===== src/rtl/bbl_pkg.sv =====
// Shared types and constants for the byte-budget LRU entry table.
`timescale 1ns / 1ps
`default_nettype none
package bbl_pkg;

  localparam int ENTRIES_DEF = 32;
  localparam int SLOT_W      = 6;   // slot number width, covers up to 64 entries
  localparam int CNT_W       = 6;
  localparam int TOT_W       = 40;
  localparam int WORD_W      = 32;
  localparam int IN_DATA_W   = 168;
  localparam int OUT_DATA_W  = 120;

  typedef enum logic [2:0] {
    OP_PUT, OP_GET, OP_CONTAINS, OP_REMOVE, OP_MOVE, OP_MARK, OP_CLEAR, OP_TRIM
  } op_t;

  typedef enum logic [2:0] {
    ST_IDLE, ST_SCAN, ST_DECIDE, ST_EVICT, ST_STATUS
  } state_t;

  // Write and clear command broadcast to every cell.
  typedef struct packed {
    logic              en;
    logic [SLOT_W-1:0] idx;
    logic              key_en;
    logic [WORD_W-1:0] key;
    logic              fid_en;
    logic [WORD_W-1:0] fid;
    logic              vs_en;
    logic [WORD_W-1:0] ver;
    logic [WORD_W-1:0] size;
    logic              time_en;
    logic [WORD_W-1:0] last_use;
    logic              live_en;
    logic              live;
    logic              clr_en;
    logic [SLOT_W-1:0] clr_idx;
  } cell_wr_t;

  // Search parameters broadcast to every cell.
  typedef struct packed {
    logic [WORD_W-1:0] key;
    logic [WORD_W-1:0] dst;
    logic              keep_en;
    logic [SLOT_W-1:0] keep_idx;
    logic              prio;
  } scan_cmd_t;

  // Running search result handed from cell to cell.
  typedef struct packed {
    logic              m_found;
    logic [SLOT_W-1:0] m_idx;
    logic [WORD_W-1:0] m_ver;
    logic [WORD_W-1:0] m_size;
    logic [WORD_W-1:0] m_fid;
    logic              m_live;
    logic              d_found;
    logic [SLOT_W-1:0] d_idx;
    logic [WORD_W-1:0] d_size;
    logic [WORD_W-1:0] d_fid;
    logic              f_found;
    logic [SLOT_W-1:0] f_idx;
    logic              v_found;
    logic [SLOT_W-1:0] v_idx;
    logic              v_live;
    logic [WORD_W-1:0] v_time;
    logic [WORD_W-1:0] v_size;
    logic [WORD_W-1:0] v_fid;
    logic [WORD_W-1:0] v_key;
  } cand_t;

endpackage
`default_nettype wire


===== src/rtl/bbl_cell.sv =====
// One table entry with its stage of the registered search chain.
`timescale 1ns / 1ps
`default_nettype none
module bbl_cell import bbl_pkg::*; #(
  parameter int IDX = 0
) (
  input  wire logic      clk,
  input  wire logic      rst_n,
  input  wire cell_wr_t  wr,
  input  wire scan_cmd_t sc,
  input  wire cand_t     cand_i,
  output cand_t          cand_o
);

  localparam logic [SLOT_W-1:0] MY = SLOT_W'(IDX);

  logic              valid_r;
  logic [WORD_W-1:0] key_r, ver_r, size_r, time_r, fid_r;
  logic              live_r;
  cand_t             cand_r, cand_nxt;
  logic              wr_hit, clr_hit, elig;

  assign wr_hit  = wr.en && (wr.idx == MY);
  assign clr_hit = wr.clr_en && (wr.clr_idx == MY);

  always_ff @(posedge clk) begin
    if (!rst_n) begin
      valid_r <= 1'b0;
    end else if (wr_hit && wr.key_en) begin
      valid_r <= 1'b1;
    end else if (clr_hit) begin
      valid_r <= 1'b0;
    end
  end

  always_ff @(posedge clk) begin
    if (wr_hit) begin
      if (wr.key_en) key_r <= wr.key;
      if (wr.fid_en) fid_r <= wr.fid;
      if (wr.vs_en) begin
        ver_r  <= wr.ver;
        size_r <= wr.size;
      end
      if (wr.time_en) time_r <= wr.last_use;
      if (wr.live_en) live_r <= wr.live;
    end
  end

  assign elig = valid_r && !(sc.keep_en && (sc.keep_idx == MY));

  always_comb begin
    cand_nxt = cand_i;
    if (!cand_i.m_found && valid_r && (key_r == sc.key)) begin
      cand_nxt.m_found = 1'b1;
      cand_nxt.m_idx   = MY;
      cand_nxt.m_ver   = ver_r;
      cand_nxt.m_size  = size_r;
      cand_nxt.m_fid   = fid_r;
      cand_nxt.m_live  = live_r;
    end
    if (!cand_i.d_found && valid_r && (key_r == sc.dst)) begin
      cand_nxt.d_found = 1'b1;
      cand_nxt.d_idx   = MY;
      cand_nxt.d_size  = size_r;
      cand_nxt.d_fid   = fid_r;
    end
    if (!cand_i.f_found && !valid_r) begin
      cand_nxt.f_found = 1'b1;
      cand_nxt.f_idx   = MY;
    end
    // With prio, demoted beats live, then the older time (ties keep the lower slot); else lowest slot wins.
    if (elig && (!cand_i.v_found ||
                 (sc.prio && ((live_r != cand_i.v_live) ? !live_r
                                                         : (time_r < cand_i.v_time))))) begin
      cand_nxt.v_found = 1'b1;
      cand_nxt.v_idx   = MY;
      cand_nxt.v_live  = live_r;
      cand_nxt.v_time  = time_r;
      cand_nxt.v_size  = size_r;
      cand_nxt.v_fid   = fid_r;
      cand_nxt.v_key   = key_r;
    end
  end

  always_ff @(posedge clk) begin
    cand_r <= cand_nxt;
  end

  assign cand_o = cand_r;

endmodule
`default_nettype wire


===== config.mk =====
export PLATFORM = sky130hd
export DESIGN_NAME = bbl_cell
export DESIGN_NICKNAME = d
export VERILOG_FILES = /design/src/rtl/bbl_pkg.sv /design/src/rtl/bbl_cell.sv
export SDC_FILE = /design/constraint.sdc
export NUM_CORES = 1
export LEC_CHECK = 0
export BUFFER_PORTS_ARGS = -buffer_cell sky130_fd_sc_hd__buf_2
export CORE_AREA = 2 2 345 347
export CTS_BUF_LIST = sky130_fd_sc_hd__clkbuf_8
export DETAILED_ROUTE_END_ITERATION = 16
export DIE_AREA = 0 0 347 349
export PLACE_DENSITY = 0.41
export SLEW_MARGIN = 30
export SYNTH_ARGS = -nofsm -noshare
export SYNTH_HDL_FRONTEND = slang
export SYNTH_SLANG_ARGS = --single-unit

===== constraint.sdc =====
create_clock -name clk -period 4.5 [get_ports clk]
set_input_delay 0.45 -clock clk [delete_from_list [all_inputs] [get_ports clk]]
set_output_delay 0.45 -clock clk [all_outputs]
set_load 0.02 [all_outputs]

# Word-level counts from Yosys, hierarchy flattened
# Cells that the tools add are included.
# W data, S select, Z words.
[word_totals]
ff_bits = 480
in_bits = 572
out_inout_bits = 318
elab_cells = 65
[classes]
n_lt_le_gt_ge = 1
eq_ne = 3
mux = 6
reduce_logical = 29
[ops]
columns = ["cell", "n"]
rows = [
  ["$mux W129", 1],
  ["$mux W97", 1],
  ["$eq A32 B32 Y1", 2],
  ["$mux W64", 1],
  ["$lt A32 B32 Y1", 1],
  ["$logic_not A6 Y1", 3],
  ["$logic_and A1 B1 Y1", 12],
  ["$reduce_and A2 Y1", 5],
  ["$logic_not A1 Y1", 7],
  ["$mux W1", 3],
  ["$reduce_bool A2 Y1", 1],
  ["$logic_or A1 B1 Y1", 1],
  ["$ne A1 B1 Y1", 1],
]

# Longest topological paths before layout
[depth]
ltp_word = 6
mapped_depth = 10
depth_no_buf = 8

# Least setup slack after synthesis
# OpenSTA, ideal clock, no wires.
[synth_path]
path_type = "input -> register"
start = "input port wr[175] (netlist name)"
end = "register size_r[0], enable pin"
setup_time_ps = 429
arrival_ps = 3011
required_time_ps = 4071
setup_slack_ps = 1061
stages = 3
path_buffers = 0
path_cell_list = "or4b_2 > nor4_1 > and2_1"
[synth_between]
elab_chain_cells = 3
[synth_rtl]
columns = ["item", "line", "source"]
rows = [
  ["start, declared", "bbl_cell.sv:9", "input wire cell_wr_t wr,"],
  ["$logic_not A6 Y1", "bbl_cell.sv:23", "assign wr_hit = wr.en && (wr.idx == MY);"],
  ["$logic_and A1 B1 Y1", "bbl_cell.sv:23", ""],
  ["$reduce_and A2 Y1 (no line)", "-", ""],
  ["end signal, assigned", "bbl_cell.sv:42", "size_r <= wr.size;"],
  ["end, declared", "bbl_cell.sv:18", "logic [WORD_W-1:0] key_r, ver_r, size_r, time_r, fid_r;"],
]
# Every way passes these cells.
# A chain may end at the register's enable or synchronous reset.

==> run_results.csv <==
group,metric,value,unit
timing,fin_worst_skew,0.0391,ns
job,max_cap_viol_count,0,
floorplanning,die-width,347,um
floorplanning,top_ports,890,
drt,post-route-drc-count,0,
clock_network,tritoncts.num_buffers,94,
synthesis,post_synth_design_cell_area,16500,um2
clock_network,cts_resized,0,
worst_setup_path,setup.worst_path.class,"in2reg",
drt,first_iter_violations,558,
placement,place.port_buffers,889,
timing,setup_total_negative_slack,0,ns
clock_network,clkLatencyLatePin,0.71,ns
placement,detailed_place.area,22800,um2
power_and_ir_drop,p_per_area,354,nW/um2
synthesis,synthesis.instances,1050,
power_and_ir_drop,vdd_drop_max,213,uV
grt,grt_overflow_total,0,
grt,grt_start_max_net_pins,71,
timing,final-max-slew-violation-count,0,
finish,final_design_area_excluding_fillers,29600,um2
drt,detailedRoute.firstPassIterationCount,4,
power_and_ir_drop,net_switching_share_of_the_total_power,25.6,%
placement,globalplace.congestion,0.821,
power_and_ir_drop,share_comb_of_total_power,11.6,%
synthesis,yosysTopAreaCellShare,38.8,%
synthesis,post-synth-top-area-cell,"sky130_fd_sc_hd__dfxtp_1",
power_and_ir_drop,pwr-share-clk,43.8,%
synthesis,synth.most_common_cell,"sky130_fd_sc_hd__dfxtp_1",
worst_setup_path,worstSetupStartpointType,"input port",
finish,areaGrowthSynthToFinish,80.0,%
drt,wl_per_cell,18.2,um
grt,antenna_found_initial,24,
drt,drt_wl_total,75100,um
synthesis,synth.cells.most_frequent,"319 x sky130_fd_sc_hd__dfxtp_1, 246 x sky130_fd_sc_hd__mux2_2, 161 x sky130_fd_sc_hd__edfxtp_1, 44 x sky130_fd_sc_hd__mux2_1",
finish,layout-drive-gt1-share,50.1,%
grt,grt_util_all_layers,11.9,%
clock_network,ctsRootBufferMaster,"sky130_fd_sc_hd__clkbuf_8",
worst_setup_path,timing.critical_path.required,5.06,ns
drt,route.vias.total,14084,
floorplanning,rows,126,
placement,dp.final_hpwl,57100,um
power_and_ir_drop,p_int,7820,uW
synthesis,post_synth_main_area_contributors,"sky130_fd_sc_hd__dfxtp_1 39%, sky130_fd_sc_hd__edfxtp_1 29%, sky130_fd_sc_hd__mux2_2 17%",
timing,timing.fmax,315,MHz
synthesis,yosys_register_bits,480,
clock_network,tritoncts,"built",
clock_network,post-cts-setup-buffer-count,0,
timing,finalSetupViolCount,0,
worst_setup_path,crit_fanout,65,
synthesis,synth.lib_cells_used.distinct,38,
status,outcome,"complete, no violations",
synthesis,ys.flop_type,"sky130_fd_sc_hd__dfxtp_1",
power_and_ir_drop,seqPwrFrac,44.6,%
timing,max_slew_margin_vs_limit,41.3,%
power_and_ir_drop,net_switching_power,2690,uW
timing,layout_worst_path_cycle_share,70.5,%
hold_path,hold_class,"in2reg",
synthesis,ys.warnings.count,0,
timing,grt_setup_unrepaired,"no",
floorplanning,initial_utilization,14.0,%
clock_network,h_tree_levels,3,
synthesis,syn_area_cell,15.7,um2
drt,drt.antenna.violating_nets,0,
worst_setup_path,cp-end-kind,"flip-flop",
clock_network,hold_fix_buffers_at_cts,482,
synthesis,count_of_flip_flops_with_a_built_in_enable_after_synthesis,161,
synthesis,share_of_flip_flops_with_an_asynchronous_set_or_reset_after_synthesis,0,%
synthesis,ys_seq_area_share,68.1,%
timing,final.min_clock_period,3.17,ns
floorplanning,die_area,121000,um2
clock_network,clkTransAtPathRegs,0.05,ns
synthesis,synth_fp_nets,1653,
worst_setup_path,worst_ep_arrival_time,3.74,ns
finish,final_net_count,3099,
timing,finalHoldViolations,0,
timing,worst-slew-pin-transition,0.881,ns
drt,drt-vias-per-instance,3.42,
grt,number_of_global_route_vias_before_repair,15511,
floorplanning,core-area,117000,um2
clock_network,clock_path_buffers,3,
power_and_ir_drop,cellLeakagePower,0.0128,uW
grt,grt_pass1_wl,104000,um
floorplanning,die_y,349,um
clock_network,cts_sinks,480,
-- per-layer routing --
metal | up-vias | routed length [um] | track usage (%) | part of all wire (%)
met5 | - | 90 | 0 | 0.12
met4 | 14 | 2440 | 4.53 | 3.3
met3 | 127 | 6260 | 4.06 | 8.3
met2 | 590 | 36900 | 20.4 | 49
met1 | 6668 | 29400 | 13.5 | 39
li1 | 6685 | - | - | -
-- sequential cells by signal, summed over array words and instances (netlist names) --
signal,cells
cand_o,318
fid_r,32
key_r,32
size_r,32
time_r,32
ver_r,32
live_r,1
valid_r,1
-- power groups by stage --
stage	sequential (uW)	combinational (uW)	clock, uW
global placement	4780	875	0
global route	4700	1310	4990
finish	4690	1220	4600
floorplan	4960	177	0
detailed placement	4780	879	0
CTS	4690	1230	4810
-- final timing paths --
| check | from | endpoint | slack, ns | cells after the start |
|---|---|---|---|---|
| worst max-delay path | cand_i[127] | cand_o[57] | 1.33 | 11 |
| worst min-delay path | wr[2] | valid_r | 0.23 | 4 |
| worst max register to register | time_r[31] | cand_o[57] | 1.35 | 8 |
| worst min register to register | ver_r[13] | cand_o[292] | 0.44 | 1 |
-- layout by cell type, fill, tap and decap left out, drive strengths merged, types with 18 or more instances in the layout --
| master | instances |
|---|---|
| edfxtp | 161 |
| dlygate4sd3 | 482 |
| xor2 | 32 |
| clkinv | 22 |
| mux2 | 290 |
| nor2b | 18 |
| dfxtp | 319 |
| ha | 31 |
| buf | 900 |
| clkbuf | 108 |
| inv | 70 |
| xnor2 | 32 |
-- stage by stage --
step / worst slack [ns] / cells / power (uW) / util [%] / hold slack (ns)
4_1_cts: 1.30 / 4113 / 10700 / 25.2 / 0.0923
6_report: 1.33 / 4120 / 10500 / 25.2 / 0.229
3_3_place_gp: 1.24 / 3454 / 5650 / 19.4 / 0.453
2_1_floorplan: 1.06 / 1050 / 5140 / - / 0.422
5_1_grt: 1.19 / 4117 / 11000 / 25.2 / 0.146
3_5_place_dp: 1.19 / 3454 / 5660 / 19.4 / 0.457
-- cell families (layout without fill, tap and decap cells) --
| family | count (synthesis) | count (layout) | synth area share, % |
|---|---|---|---|
| DFF | 480 | 480 | 68.1 |
| and+or+nand+nor | 90 | 90 | 3.26 |
| adders and majority gates | 31 | 31 | 2.36 |
| other | 0 | 7 | 0 |
| AOI/OAI and AO/OA | 32 | 32 | 1.19 |
| xor gates and xnor gates | 64 | 64 | 3.40 |
| buffers and inverters | 63 | 1590 | 1.81 |
| muxes | 290 | 290 | 19.8 |
-- final cells by class --
class                      instances  area [um2]
inverter                          31         116
antenna                            7        17.5
multi-input combinational        507        4990
clock inverter                    69         470
timing repair buffer            1382        9420
sequential                       480       11200
clock buffer                     108        1490
tap                             1536        1920
fill                           12457       87800
-- worst max-delay path, cell delays in order --
cell	delay, ns
sky130_fd_sc_hd__dlygate4sd3_1	0.53
sky130_fd_sc_hd__buf_2	0.11
sky130_fd_sc_hd__inv_1	0.04
sky130_fd_sc_hd__ha_1	0.36
sky130_fd_sc_hd__nand4_1	0.23
sky130_fd_sc_hd__nor2_1	0.09
sky130_fd_sc_hd__a221oi_1	0.36
sky130_fd_sc_hd__a21oi_1	0.16
sky130_fd_sc_hd__a311oi_4	0.42
sky130_fd_sc_hd__buf_12	0.33
sky130_fd_sc_hd__mux2_2	0.40
No activity file was read; power rests on OpenSTA's default activity.
